==> src/rtl/assert_macros.svh <==
// Concurrent assertion helpers, sampled on the rising clock edge and
// disabled while the active-low reset is asserted.
`ifndef ASSERT_MACROS_SVH
`define ASSERT_MACROS_SVH

`ifndef ASSERT_OFF

`define ASSERT_PROP(name, clk, rstn, prop) \
  name: assert property (@(posedge clk) disable iff (!(rstn)) (prop)) \
    else $error("assertion failed");

`define ASSERT_IMPL(name, clk, rstn, ante, cons) \
  name: assert property (@(posedge clk) disable iff (!(rstn)) (ante) |-> (cons)) \
    else $error("assertion failed");

`define ASSERT_NEXT(name, clk, rstn, ante, cons) \
  name: assert property (@(posedge clk) disable iff (!(rstn)) (ante) |=> (cons)) \
    else $error("assertion failed");

`else

`define ASSERT_PROP(name, clk, rstn, prop)
`define ASSERT_IMPL(name, clk, rstn, ante, cons)
`define ASSERT_NEXT(name, clk, rstn, ante, cons)

`endif

`endif

==> src/rtl/umr_pkg.sv <==
`timescale 1ns / 1ps
package umr_pkg;

  localparam int PULSE_W    = 17;
  localparam int THR_W      = 16;
  localparam int DIST_W     = 16;
  localparam int CNT_W      = 3;
  localparam int CFG_IDX_W  = 1;
  localparam int CFG_DATA_W = 17;
  localparam int MUL_W      = 9;
  localparam int PROD_W     = PULSE_W + MUL_W;
  localparam int DIST_SHIFT = 10;

  localparam logic [CFG_IDX_W-1:0] REG_NEAR_THR  = 1'd0;
  localparam logic [CFG_IDX_W-1:0] REG_MAX_PULSE = 1'd1;

  localparam logic [THR_W-1:0]   NEAR_THR_RST  = 16'd1600;
  localparam logic [PULSE_W-1:0] MAX_PULSE_RST = 17'd100000;

  localparam logic [MUL_W-1:0]  DIST_MUL   = 9'd281;
  localparam logic [PROD_W-1:0] DIST_ROUND = 26'd512;

  typedef struct packed {
    logic capture;
    logic step;
    logic rd_med;
    logic mul;
    logic emit;
  } cmd_t;

  typedef struct packed {
    logic ok;
    logic ins_more;
    logic set_full;
    logic out_free;
  } sts_t;

endpackage

==> src/rtl/umr_ctrl.sv <==
`timescale 1ns / 1ps
`include "assert_macros.svh"
module umr_ctrl
  import umr_pkg::*;
(
  input  logic clk_i,
  input  logic rst_ni,
  input  logic in_valid_i,
  output logic in_ready_o,
  input  sts_t sts_i,
  output cmd_t cmd_o
);

  localparam logic [2:0] S_IDLE   = 3'd0;
  localparam logic [2:0] S_INSERT = 3'd1;
  localparam logic [2:0] S_READ   = 3'd2;
  localparam logic [2:0] S_MUL    = 3'd3;
  localparam logic [2:0] S_EMIT   = 3'd4;

  logic [2:0] state_q, state_d;

  assign in_ready_o = (state_q == S_IDLE);

  always_comb begin
    state_d = state_q;
    cmd_o   = '0;
    unique case (state_q)
      S_IDLE: begin
        if (in_valid_i) begin
          cmd_o.capture = 1'b1;
          state_d       = S_INSERT;
        end
      end
      S_INSERT: begin
        if (sts_i.ok) begin
          cmd_o.step = 1'b1;
        end
        if (!sts_i.ok || !sts_i.ins_more) begin
          state_d = sts_i.set_full ? S_READ : S_IDLE;
        end
      end
      S_READ: begin
        cmd_o.rd_med = 1'b1;
        state_d      = S_MUL;
      end
      S_MUL: begin
        cmd_o.mul = 1'b1;
        state_d   = S_EMIT;
      end
      S_EMIT: begin
        if (sts_i.out_free) begin
          cmd_o.emit = 1'b1;
          state_d    = S_IDLE;
        end
      end
      default: begin
        state_d = S_IDLE;
      end
    endcase
  end

  always_ff @(posedge clk_i or negedge rst_ni) begin
    if (!rst_ni) begin
      state_q <= S_IDLE;
    end else begin
      state_q <= state_d;
    end
  end

  `ASSERT_IMPL(a_emit_free, clk_i, rst_ni, cmd_o.emit, sts_i.out_free)
  `ASSERT_NEXT(a_read_then_mul, clk_i, rst_ni, cmd_o.rd_med, cmd_o.mul)
  `ASSERT_PROP(a_state_legal, clk_i, rst_ni, state_q <= S_EMIT)

endmodule

==> src/rtl/umr_datapath.sv <==
`timescale 1ns / 1ps
`include "assert_macros.svh"
module umr_datapath
  import umr_pkg::*;
#(
  parameter int SAMPLES_PER_SET = 5
) (
  input  logic                  clk_i,
  input  logic                  rst_ni,
  input  logic                  cfg_we_i,
  input  logic [CFG_IDX_W-1:0]  cfg_idx_i,
  input  logic [CFG_DATA_W-1:0] cfg_data_i,
  input  logic [PULSE_W-1:0]    pulse_us_i,
  input  logic                  timed_out_i,
  input  logic                  out_ready_i,
  output logic                  out_valid_o,
  output logic                  result_valid_o,
  output logic [DIST_W-1:0]     distance_q4_o,
  output logic                  too_close_o,
  output logic [CNT_W-1:0]      valid_count_o,
  input  cmd_t                  cmd_i,
  output sts_t                  sts_o
);

  localparam int IDX_W = (SAMPLES_PER_SET > 1) ? $clog2(SAMPLES_PER_SET) : 1;
  localparam logic [CNT_W-1:0] SET_LEN = CNT_W'(SAMPLES_PER_SET);

  logic [THR_W-1:0]   near_thr_q;
  logic [PULSE_W-1:0] max_pulse_q;

  logic [PULSE_W-1:0] mem [SAMPLES_PER_SET];
  logic [PULSE_W-1:0] rd_q;
  logic [IDX_W-1:0]   rd_addr;
  logic               wr_en;
  logic [PULSE_W-1:0] wr_data;

  logic [PULSE_W-1:0] pulse_q;
  logic               ok_q;
  logic [IDX_W-1:0]   ptr_q, ptr_d;
  logic [CNT_W-1:0]   cnt_q;
  logic [CNT_W-1:0]   seen_q;
  logic [PROD_W-1:0]  prod_q;
  logic [PROD_W-1:0]  dist_sum;
  logic               ins_more;
  logic               res_valid;

  logic               out_valid_q;
  logic               result_valid_q;
  logic [DIST_W-1:0]  distance_q;
  logic               too_close_q;
  logic [CNT_W-1:0]   valid_count_q;

  always_ff @(posedge clk_i or negedge rst_ni) begin
    if (!rst_ni) begin
      near_thr_q  <= NEAR_THR_RST;
      max_pulse_q <= MAX_PULSE_RST;
    end else if (cfg_we_i) begin
      unique case (cfg_idx_i)
        REG_NEAR_THR:  near_thr_q  <= cfg_data_i[THR_W-1:0];
        REG_MAX_PULSE: max_pulse_q <= cfg_data_i[PULSE_W-1:0];
        default: ;
      endcase
    end
  end

  assign ins_more = (ptr_q != '0) && (rd_q > pulse_q);

  always_comb begin
    ptr_d = ptr_q;
    if (cmd_i.capture) begin
      ptr_d = cnt_q[IDX_W-1:0];
    end else if (cmd_i.step && ins_more) begin
      ptr_d = ptr_q - 1'b1;
    end
  end

  always_comb begin
    if (cmd_i.rd_med) begin
      rd_addr = IDX_W'(cnt_q >> 1);
    end else if (ptr_d != '0) begin
      rd_addr = ptr_d - 1'b1;
    end else begin
      rd_addr = '0;
    end
  end

  assign wr_en   = cmd_i.step;
  assign wr_data = ins_more ? rd_q : pulse_q;

  always_ff @(posedge clk_i) begin
    if (wr_en) begin
      mem[ptr_q] <= wr_data;
    end
    rd_q <= mem[rd_addr];
  end

  always_ff @(posedge clk_i) begin
    if (cmd_i.capture) begin
      pulse_q <= pulse_us_i;
    end
    ptr_q <= ptr_d;
    if (cmd_i.mul) begin
      prod_q <= PROD_W'(rd_q) * PROD_W'(DIST_MUL);
    end
  end

  always_ff @(posedge clk_i or negedge rst_ni) begin
    if (!rst_ni) begin
      ok_q   <= 1'b0;
      cnt_q  <= '0;
      seen_q <= '0;
    end else begin
      if (cmd_i.capture) begin
        ok_q   <= !timed_out_i && (pulse_us_i != '0) && (pulse_us_i <= max_pulse_q)
                  && (cnt_q < SET_LEN);
        seen_q <= seen_q + 1'b1;
      end
      if (cmd_i.step && !ins_more) begin
        cnt_q <= cnt_q + 1'b1;
      end
      if (cmd_i.emit) begin
        cnt_q  <= '0;
        seen_q <= '0;
      end
    end
  end

  assign dist_sum  = prod_q + DIST_ROUND;
  assign res_valid = (cnt_q != '0);

  always_ff @(posedge clk_i or negedge rst_ni) begin
    if (!rst_ni) begin
      out_valid_q <= 1'b0;
    end else if (cmd_i.emit) begin
      out_valid_q <= 1'b1;
    end else if (out_ready_i) begin
      out_valid_q <= 1'b0;
    end
  end

  always_ff @(posedge clk_i) begin
    if (cmd_i.emit) begin
      result_valid_q <= res_valid;
      distance_q     <= res_valid ? dist_sum[DIST_SHIFT +: DIST_W] : '0;
      too_close_q    <= res_valid && (dist_sum[DIST_SHIFT +: DIST_W] < near_thr_q);
      valid_count_q  <= cnt_q;
    end
  end

  assign sts_o.ok       = ok_q;
  assign sts_o.ins_more = ins_more;
  assign sts_o.set_full = (seen_q == SET_LEN);
  assign sts_o.out_free = !out_valid_q || out_ready_i;

  assign out_valid_o    = out_valid_q;
  assign result_valid_o = result_valid_q;
  assign distance_q4_o  = distance_q;
  assign too_close_o    = too_close_q;
  assign valid_count_o  = valid_count_q;

  `ASSERT_PROP(a_cnt_le_seen, clk_i, rst_ni, cnt_q <= seen_q)
  `ASSERT_PROP(a_seen_bound, clk_i, rst_ni, seen_q <= SET_LEN)
  `ASSERT_NEXT(a_emit_clears, clk_i, rst_ni, cmd_i.emit, (cnt_q == '0) && out_valid_q)

endmodule

==> src/rtl/ultrasonic_median_ranger.sv <==
`timescale 1ns / 1ps
// Channel   Handshake                  Payload
// input     in_valid_i / in_ready_o    pulse_us_i, timed_out_i
// output    out_valid_o / out_ready_i  result_valid_o, distance_q4_o, too_close_o,
//                                      valid_count_o
// config    cfg_we_i                   cfg_idx_i, cfg_data_i
//
// A transaction is a capture followed by the steps of the sorted insertion, which
// walks the sample memory one entry a cycle. The last transaction of a set adds a
// median read, a multiply and a result load. Input is taken while a result waits;
// the end of the next set holds until it drains. Reset is asynchronous, active low;
// the sample memory needs no clearing.
module ultrasonic_median_ranger
  import umr_pkg::*;
#(
  parameter int SAMPLES_PER_SET = 5
) (
  input  logic                  clk_i,
  input  logic                  rst_ni,
  input  logic                  cfg_we_i,
  input  logic [CFG_IDX_W-1:0]  cfg_idx_i,
  input  logic [CFG_DATA_W-1:0] cfg_data_i,
  input  logic                  in_valid_i,
  output logic                  in_ready_o,
  input  logic [PULSE_W-1:0]    pulse_us_i,
  input  logic                  timed_out_i,
  output logic                  out_valid_o,
  input  logic                  out_ready_i,
  output logic                  result_valid_o,
  output logic [DIST_W-1:0]     distance_q4_o,
  output logic                  too_close_o,
  output logic [CNT_W-1:0]      valid_count_o
);

  cmd_t cmd;
  sts_t sts;

  umr_ctrl u_ctrl (
    .clk_i      (clk_i),
    .rst_ni     (rst_ni),
    .in_valid_i (in_valid_i),
    .in_ready_o (in_ready_o),
    .sts_i      (sts),
    .cmd_o      (cmd)
  );

  umr_datapath #(
    .SAMPLES_PER_SET (SAMPLES_PER_SET)
  ) u_datapath (
    .clk_i          (clk_i),
    .rst_ni         (rst_ni),
    .cfg_we_i       (cfg_we_i),
    .cfg_idx_i      (cfg_idx_i),
    .cfg_data_i     (cfg_data_i),
    .pulse_us_i     (pulse_us_i),
    .timed_out_i    (timed_out_i),
    .out_ready_i    (out_ready_i),
    .out_valid_o    (out_valid_o),
    .result_valid_o (result_valid_o),
    .distance_q4_o  (distance_q4_o),
    .too_close_o    (too_close_o),
    .valid_count_o  (valid_count_o),
    .cmd_i          (cmd),
    .sts_o          (sts)
  );

endmodule
==> config.mk <==
export PLATFORM = sky130hd
export DESIGN_NAME = ultrasonic_median_ranger
export DESIGN_NICKNAME = d
export VERILOG_FILES = /design/src/rtl/umr_pkg.sv /design/src/rtl/umr_ctrl.sv /design/src/rtl/umr_datapath.sv /design/src/rtl/ultrasonic_median_ranger.sv
export VERILOG_INCLUDE_DIRS = /design/src /design/src/rtl
export SDC_FILE = /design/constraint.sdc
export NUM_CORES = 1
export LEC_CHECK = 0
export BUFFER_PORTS_ARGS = -buffer_cell sky130_fd_sc_hd__buf_2
export CAP_MARGIN = 20
export CELL_PAD_IN_SITES_DETAIL_PLACEMENT = 1
export CELL_PAD_IN_SITES_GLOBAL_PLACEMENT = 2
export CORE_MARGIN = 2
export CORE_UTILIZATION = 46
export CTS_BUF_LIST = sky130_fd_sc_hd__clkbuf_16
export CTS_CLUSTER_SIZE = 25
export DETAILED_ROUTE_END_ITERATION = 12
export PLACE_DENSITY_LB_ADDON = 0.1
export SYNTH_ARGS = -nofsm -noshare
export SYNTH_HDL_FRONTEND = slang
export SYNTH_SLANG_ARGS = --single-unit
==> constraint.sdc <==
create_clock -name clk_i -period 8.8 [get_ports clk_i]
set_clock_uncertainty 0.1 [all_clocks]
set_input_delay 0.44 -clock clk_i [delete_from_list [all_inputs] [get_ports clk_i]]
set_output_delay 0.44 -clock clk_i [all_outputs]
set_load 0.02 [all_outputs]
Yosys cells after proc, flatten, opt, wreduce, memory -nomap -nowiden
Memories as Yosys holds them, arrays and structs flattened. A register that Yosys moved wholly into a read port is not among the register bits.
Cells that the tools add are included.
{ "op_classes": {"addsub": 5, "multipliers": 1, "n_lt_le_gt_ge": 4, "eq_ne": 8, "n_mux": 26, "n_bitwise": 1, "reduce_logical": 24} }
{ "ops": {"columns": ["op", "n"], "rows": [
  ["two-way mux 3 bit", 11],
  ["adder 26 x 10 -> 26 bit (second input constant)", 1],
  ["multiplier 17 x 9 -> 26 bit (second input constant)", 1],
  ["> comparator 17 bit", 1],
  ["less-or-equal comparator 17 bit", 1],
  ["two-way mux 17 bit", 1],
  ["nonzero test 17 bit", 1],
  ["less-than comparator 16 bit", 1],
  ["case mux 3 bit (5 select lines)", 1],
  ["two-way mux 1 bit", 12],
  ["nonzero test 3 bit", 3],
  ["logical AND 1 bit", 7],
  ["adder 3 x 1 -> 3 bit (second input constant)", 2],
  ["equality test 3 x 2 -> 1 bit (second input constant)", 2],
  ["equality test 3 bit (second input constant)", 2],
  ["nonzero test 2 bit", 3],
  ["subtractor 3 x 1 -> 3 bit (second input constant)", 2],
  ["logical NOT 1 bit", 4],
  ["inequality test 2 bit (second input constant)", 2],
  ["AND reduction 2 bit", 2],
  ["equality test 3 x 1 -> 1 bit (second input constant)", 1],
  ["logical NOT 3 bit", 1],
  ["less-than comparator 3 bit (second input constant)", 1],
  ["AND reduction 3 bit", 1],
  ["other kinds (4)", 5]
]} }
{ "totals": {"register_bits": 111, "ram_bits": 85, "input_bits": 41, "output_inout_bits": 23, "word_cells": 84, "n_memories": 1} }
{ "memory_table": {"columns": ["name", "depth", "word_bits", "rd", "rd_ports_with_merged_regs", "write_ports", "line", "text"], "rows": [
  ["u_datapath.mem", 5, 17, 1, 1, 1, "umr_datapath.sv:31", "logic [PULSE_W-1:0] mem [SAMPLES_PER_SET];"]
]} }

Logic depth before layout (Yosys ltp)
Gate-level depths: netlist of the first run.
{ "logic_depth": {"ltp_word": 8, "ltp_mapped": 18} }

By module
Synthesis of the first run repeated with hierarchy kept, for this count alone.
{ "hier_totals": {"hier_cells": 950, "area_unflattened_um2": 11278.3} }
{ "by_module_without_submodules": {"columns": ["module", "n_inst", "cells_per_inst", "area_per_inst_um2", "seq_area_each_um2"], "rows": [
  ["umr_datapath", 1, 931, 11091.9, 5641.7],
  ["umr_ctrl", 1, 19, 186.4, 75.1]
]} }

Least setup slack after synthesis of the first run
OpenSTA, ideal clock, no wires.
{ "synth_path": {"path_type": "reg2reg", "start": "register u_datapath.rd_q[9] (read register of u_datapath.mem)", "end": "register u_datapath.prod_q[23] (data pin)", "setup_time_ns": 0.261, "t_arrival_ns": 4.246, "t_required_ns": 8.439, "slack_ns": 4.193, "stages_incl_launch_ff": 18, "path_buffers": 0, "period_less_slack_ns": 4.607, "cell_sequence": "dfxtp_1 > ha_1 > ha_1 > inv_1 > fa_1 > inv_1 > fa_1 > ha_1 > a21oi_1 > nor3b_1 > a221oi_1 > o41a_1 > o211a_1 > o21a_1 > o21ai_1 > nand2b_1 > a211oi_1 > nor2_1"} }
{ "synth_between": {"elab_chain_cells": 1} }
{ "synth_rtl": {"columns": ["item", "line", "text"], "rows": [
  ["start: declaration", "umr_datapath.sv:32", "logic [PULSE_W-1:0] rd_q;"],
  ["multiplier 17 x 9 -> 26 bit", "umr_datapath.sv:103", "prod_q <= PROD_W'(rd_q) * PROD_W'(DIST_MUL);"],
  ["end signal: assignment", "umr_datapath.sv:103", null],
  ["end: declaration", "umr_datapath.sv:42", "logic [PROD_W-1:0] prod_q;"]
]} }
Every way passes these cells.
A chain may end at the register's enable or synchronous reset.

Final worst setup path of the first run
{ "layout_path": {"start": "register u_datapath.rd_q[4] (read register of u_datapath.mem)", "end": "register u_datapath.prod_q[23] (data pin)"} }
Same word-level chain as after synthesis.

==> results of run 1 <==
==> cell families after synthesis <==
family / synth area share
AND/OR/NAND/NOR: 0.0851
multiplexers: 0.0634
flip-flops: 0.508
adder cells (fa/ha/maj): 0.186
AO/OA/AOI/OAI: 0.0785
buffers and inverters: 0.0577
XOR/XNOR: 0.0210
==> final cells by class <==
| cell class | instances | area share |
|---|---|---|
| clock inverter | 20 | 0.0102 |
| antenna | 2 | 0.000392 |
| timing repair buffer | 74 | 0.0324 |
| inverter | 143 | 0.0421 |
| tap | 324 | 0.0318 |
| clock buffer | 26 | 0.0510 |
| sequential | 204 | 0.448 |
| multi-input combinational | 556 | 0.384 |
==> worst max path at each step <==
| stage | from | to | slack [ns] | cells after the start |
|---|---|---|---|---|
| floorplan | u_datapath.rd_q[9] | u_datapath.prod_q[23] | 4.19 | 17 |
| global placement | u_datapath.rd_q[5] | u_datapath.prod_q[23] | 3.71 | 17 |
| detailed placement | u_datapath.rd_q[4] | u_datapath.prod_q[23] | 3.60 | 17 |
| CTS | u_datapath.rd_q[4] | u_datapath.prod_q[23] | 3.57 | 17 |
| global route | u_datapath.rd_q[4] | u_datapath.prod_q[23] | 3.27 | 17 |
| finish | u_datapath.rd_q[4] | u_datapath.prod_q[23] | 3.61 | 17 |
==> timing repair <==
action | CTS | global route
hold buffers | 1 | 0
hold endpoints to repair | 15 | 0
resized for setup | 0 | 0
==> metal layers <==
| layer | track usage | wire (um) |
|---|---|---|
| met2 | 0.369 | 12700 |
| met1 | 0.288 | 12200 |
| met5 | 0 | 0 |
| met4 | 0.0405 | 418 |
| met3 | 0.0341 | 1240 |
==> flip-flops by register name (all words and copies together) (netlist names), 3 cells and up <==
signal and count:
u_ctrl.state_q 3, u_datapath.cnt_q 3, u_datapath.distance_q4_o 16, u_datapath.max_pulse_q 17
u_datapath.mem 85, u_datapath.near_thr_q 16, u_datapath.prod_q 17, u_datapath.ptr_q 3
u_datapath.pulse_q 17, u_datapath.rd_q 17, u_datapath.seen_q 3, u_datapath.valid_count_o 3
==> layout by cell type, fill, tap and decap left out, types with 14 or more instances in the layout <==
cell type  netlist  routed
mux2_2          34      34
edfxtp_1       140     140
nand2_1         40      40
and2_1          18      17
fa_1            24      24
a21oi_1         21      21
xnor2_1         17      17
dfxtp_1         20      20
dfrtp_1         35      35
ha_1           129     129
mux2i_1         33      33
clkbuf_16        0      26
nor2_1          57      57
nand3_1         14      14
buf_2            2      63
o21ai_0         26      26
inv_1          141     149
==> per-stage QoR <==
| step | std cells | hold WS (ns) | setup WS, ns | util |
|---|---|---|---|---|
| final | 1349 | 0.0332 | 3.61 | 0.528 |
| after global routing | 1348 | 0.0249 | 3.27 | 0.528 |
| after CTS | 1346 | 0.0105 | 3.57 | 0.527 |
| after detailed placement | 1299 | 0.395 | 3.60 | 0.494 |
| after global placement | 1299 | 0.391 | 3.71 | 0.494 |
| after floorplan | 920 | 0.0444 | 4.19 | - |
==> reports/results.ini, run 1 <==
[placed_design]
place_hpwl_mm = 19.2
gp_congestion = 0.785
port_buffers = 63
placed_area_sq_mm = 0.0119

[flow_run]
maxCapViolations = 0

[synth]
syn_nets = 1114
yosysSeqAreaShare = 0.508
yosysWarnings = 0
ys_types = 62
netlist_area_sq_mm = 0.0113
synth_area_leaders = edfxtp_1, ha_1, dfrtp_1
yosys_most_used_dff = edfxtp_1
yosys.area.top_type = edfxtp_1
synth_commonest_cells = inv_1, edfxtp_1, ha_1
syn_avg_cell_area_sq_um = 12.2
synth.most_common_cell = inv_1
syn_inst = 920
yosysTopAreaCellShare = 0.374
synth-edff-count = 140
synth-seq-cells = 204
async_flop_share = 0.216

[global_routing]
grt_overflow = 0
grt_pass1_vias = 7745
antenna_found_initial = 2
track_usage = 0.214
grt_max_degree = 45
grt_pass1_wl_mm = 42.8

[finish]
multi_input_area_sq_mm = 0.00490
fin_area_sq_mm = 0.0128
fillers = 2526
drive_gt1_frac = 0.169
nets = 1198
areaGrowthSynthToFinish_pct = 13.4
register_area_sq_mm = 0.00572

[floorplan]
io_pins = 64
die_h_um = 160
coreArea_sq_mm = 0.0242
die_area_sq_mm = 0.0257
core.rowCount = 57
start_util = 0.465
die_w_um = 160

[timing]
min_period_ns = 5.19
setup-tns-final_ns = 0
slew_viol_final = 0
tightest_slew_ns = 1.06
hold_violations = 0
setup_viol = 0
fmax_ghz = 0.193
rsz0062_at_grt = false
slew_headroom = 0.292
period_share = 0.590

[drt]
drc = 0
routed_wl_mm = 26.5
drtPass1Iterations = 4
detail_route.wl_per_cell_um = 19.6
vias = 7075
viasPerCell = 5.24
drtIter0Drc = 352
ant_nets = 0

[critical_path]
critPathArrivalTime_ns = 5.37
r2r_setup_slack_ns = 3.61
critical_path.max_stage_delay_ns = 0.63
worst_ep_required_time_ns = 8.98
r2r-start = u_datapath.rd_q[4]
path_cells = ha_1 -> ha_1 -> ha_1 -> inv_1 -> fa_1 -> inv_1 -> ha_1 -> and4_1 -> a221oi_1 -> a221oi_1 -> o41a_1 -> o211a_1 -> o21a_1 -> o21ai_1 -> nand2b_1 -> a211oi_1 -> nor2_1
crit_top_cell = ha_1
crit_buf_inv = 2
cp_max_fo = 6
worst_r2r_path_depth = 17
worst_path_max_delay_cell = a221oi_1
crit_type = reg2reg
worstSetupStartpointType = flop
r2r-end = u_datapath.prod_q[23]
critPathTopFamily = compound AO/OA/AOI/OAI gates
critical_path.endpoint_type = flop

[min_path]
hold_end = u_datapath.max_pulse_q[16]
hold_class = in2reg
hold_path_depth = 2
min_from = cfg_data_i[16]

[run_status]
outcome = finished, final reports clean

[clocking]
cts_setup_buffers = 0
path_clk_slew_ns = 0.06
cts_tree = built
clk_latency_ns = 0.54
clock-root-buffer = clkbuf_16
clockBufferDepth = 3
cts.sinks = 204
h-tree-depth = 1
numCtsBuffers = 25

Power of run 1 is left out: the tool's default activity adds up to more than one toggle a clock period on the data nets, which glitch-free logic cannot reach.
==> inputs of run 2 (changes only) <==
--- a/config.mk
+++ b/config.mk
@@ -11,7 +11,7 @@
 export CELL_PAD_IN_SITES_DETAIL_PLACEMENT = 1
 export CELL_PAD_IN_SITES_GLOBAL_PLACEMENT = 2
 export CORE_MARGIN = 2
-export CORE_UTILIZATION = 46
+export CORE_UTILIZATION = 43
 export CTS_BUF_LIST = sky130_fd_sc_hd__clkbuf_16
 export CTS_CLUSTER_SIZE = 25
 export DETAILED_ROUTE_END_ITERATION = 12
==> constraint.sdc (replaced) <==
create_clock -name clk_i -period 4.9 [get_ports clk_i]
set_clock_uncertainty 0.1 [all_clocks]
set_input_delay 0.245 -clock clk_i [delete_from_list [all_inputs] [get_ports clk_i]]
set_output_delay 0.245 -clock clk_i [all_outputs]
set_load 0.02 [all_outputs]
==> run 2 against run 1 <==
Setup slack worse by 3.4 ns. Final area up 4.6%. Die area up 6.8%. Flip-flop and latch count unchanged.
==> reports/results.ini, run 2 (synthesized netlist as in run 1, its figures left out) <==
[run_status]
outcome = finished, final reports clean

[placed_design]
gp_congestion = 0.754  ; -4.0%
pre_cts_ws_ns = 0.0335  ; -3.57 ns
place_hpwl_mm = 20.3  ; +5.4%
port_buffers = 63  ; unchanged

[global_routing]
grt_max_degree = 45  ; unchanged
track_usage = 0.207  ; -0.00670
grt_overflow = 0  ; unchanged
grt_pass1_vias = 8114  ; +4.8%
antenna_found_initial = 0  ; -2
grt_pass1_wl_mm = 44.6  ; +4.4%

[finish]
largest_reg_flops = 85  ; unchanged
nets = 1255  ; +4.8%
largest_register = u_datapath.mem
diodes = 0  ; -2
areaGrowthSynthToFinish_pct = 18.6
mostFrequentLayoutCells = inv_1, edfxtp_1, ha_1, buf_2, nor2_1
drive_gt1_frac = 0.187  ; +0.0179
final_common_cell = inv_1

[clocking]
cts_tree = built
h-tree-depth = 1  ; unchanged
numCtsBuffers = 25  ; unchanged
clockBufferDepth = 3  ; unchanged
path_clk_slew_ns = 0.06  ; about the same
cts.sinks = 204  ; unchanged
clk_latency_ns = 0.54  ; about the same
cts_setup_buffers = 0  ; unchanged
clock-root-buffer = clkbuf_16

[critical_path]
worst_r2r_path_depth = 17  ; unchanged
worstSetupEndpoint = u_datapath.prod_q[23]
worstSetupStartpointType = flop
cp-startpoint = u_datapath.rd_q[5]
cp_max_fo = 4  ; -2
r2r-end = u_datapath.prod_q[23]
r2r-start = u_datapath.rd_q[5]
worst_ep_required_time_ns = 5.07  ; -3.91 ns
crit_type = reg2reg
critPathArrivalTime_ns = 4.87  ; -0.50 ns
critical_path.endpoint_type = flop
r2r_setup_slack_ns = 0.20  ; -3.41 ns

[drt]
drc = 0  ; unchanged
viasPerCell = 5.17  ; -1.4%
routed_wl_mm = 27.9  ; +5.4%
ant_nets = 0  ; unchanged
drtPass1Iterations = 4  ; unchanged
drtIter0Drc = 342  ; -2.8%
vias = 7319  ; +3.4%
detail_route.wl_per_cell_um = 19.7  ; +0.52%

[floorplan]
die_area_sq_mm = 0.0275  ; +6.8%
io_pins = 64  ; unchanged
coreArea_sq_mm = 0.0258  ; +6.9%
core.rowCount = 59  ; +3.5%
die_w_um = 166  ; +3.3%
start_util = 0.435  ; -0.0299
die_h_um = 166  ; +3.3%

[timing]
whs_ns = 0.00187  ; -0.0314 ns
tightest_slew_ns = 0.936  ; -0.126 ns
slew_headroom = 0.376  ; +0.0842
setup_viol = 0  ; unchanged
slew_viol_final = 0  ; unchanged
period_share = 0.960  ; +0.370
fin_ws_ns = 0.197  ; -3.41 ns
fmax_ghz = 0.213  ; +10%
hold_violations = 0  ; unchanged
min_period_ns = 4.70  ; -0.490 ns

[flow_run]
maxCapViolations = 0  ; unchanged

[min_path]
hold_class = in2async

-- run 2: changes by cell type in the layout (fill, tap and decap cells not counted), sizes merged, moves of 2 or more --
cell | before | now
dlygate4sd3 | 1 | 38
buf | 73 | 93
diode | 2 | 0
clkinv | 7 | 10
clkinvlp | 2 | 0
-- run 2: layout make-up --
type	count	area [sq um]
sequential	204	5720
multi-input combinational	556	4940
tap	335	419
fill	2726	12500
clock inverter	21	156
inverter	143	537
clock buffer	25	626
timing repair buffer	131	946
-- run 2: what timing repair did --
item                                    CTS  global route
hold endpoints to repair                 89             0
hold buffers                             38             0
endpoints found under the setup margin    0             4
resized for setup                         0            12
-- run 2: worst min-delay path by stage --
stage	from	to	slack [ns]	cells past startpoint
floorplan	rst_ni	u_ctrl.state_q[0]	-0.15	0
global placement	pulse_us_i[0]	u_datapath.pulse_q[0]	0.37	1
detailed placement	pulse_us_i[0]	u_datapath.pulse_q[0]	0.38	1
CTS	cfg_idx_i	u_datapath.near_thr_q[6]	0.11	5
global route	rst_ni	u_datapath.near_thr_q[8]	0.005	2
finish	rst_ni	u_datapath.near_thr_q[8]	0.002	2
-- run 2: routing by layer --
metal | vias to the layer above | GRT usage | wire (um)
met3 | 29 | 0.0248 | 866
met2 | 102 | 0.356 | 13600
li1 | 3538 | - | -
met5 | - | 0 | 0
met4 | 0 | 0.0465 | 480
met1 | 3650 | 0.283 | 13000
-- run 2: critical path: stages (launching register included) --
cell and delay (ns):
dfxtp_2 0.34, ha_1 0.30, ha_1 0.27, inv_1 0.05
fa_1 0.51, fa_1 0.55, inv_1 0.04, ha_1 0.34
o21a_1 0.19, o211ai_1 0.27, a221oi_2 0.13, o41a_1 0.37
o211a_1 0.25, o21a_1 0.21, o21ai_2 0.15, nand2b_1 0.12
a211oi_2 0.22, nor2_1 0.05
-- run 2: metrics by stage --
stage | cells | utilization | setup TNS, ns | area, sq um
3_3_place_gp | 1330 | 0.469 | 0 | 12100
2_1_floorplan | 920 | - | 0 | 11300
4_1_cts | 1414 | 0.514 | 0 | 13300
6_report | 1415 | 0.517 | 0 | 13300
3_5_place_dp | 1330 | 0.469 | 0 | 12100
5_1_grt | 1415 | 0.517 | -0.0443 | 13300
Power of run 2 is left out for the same reason.
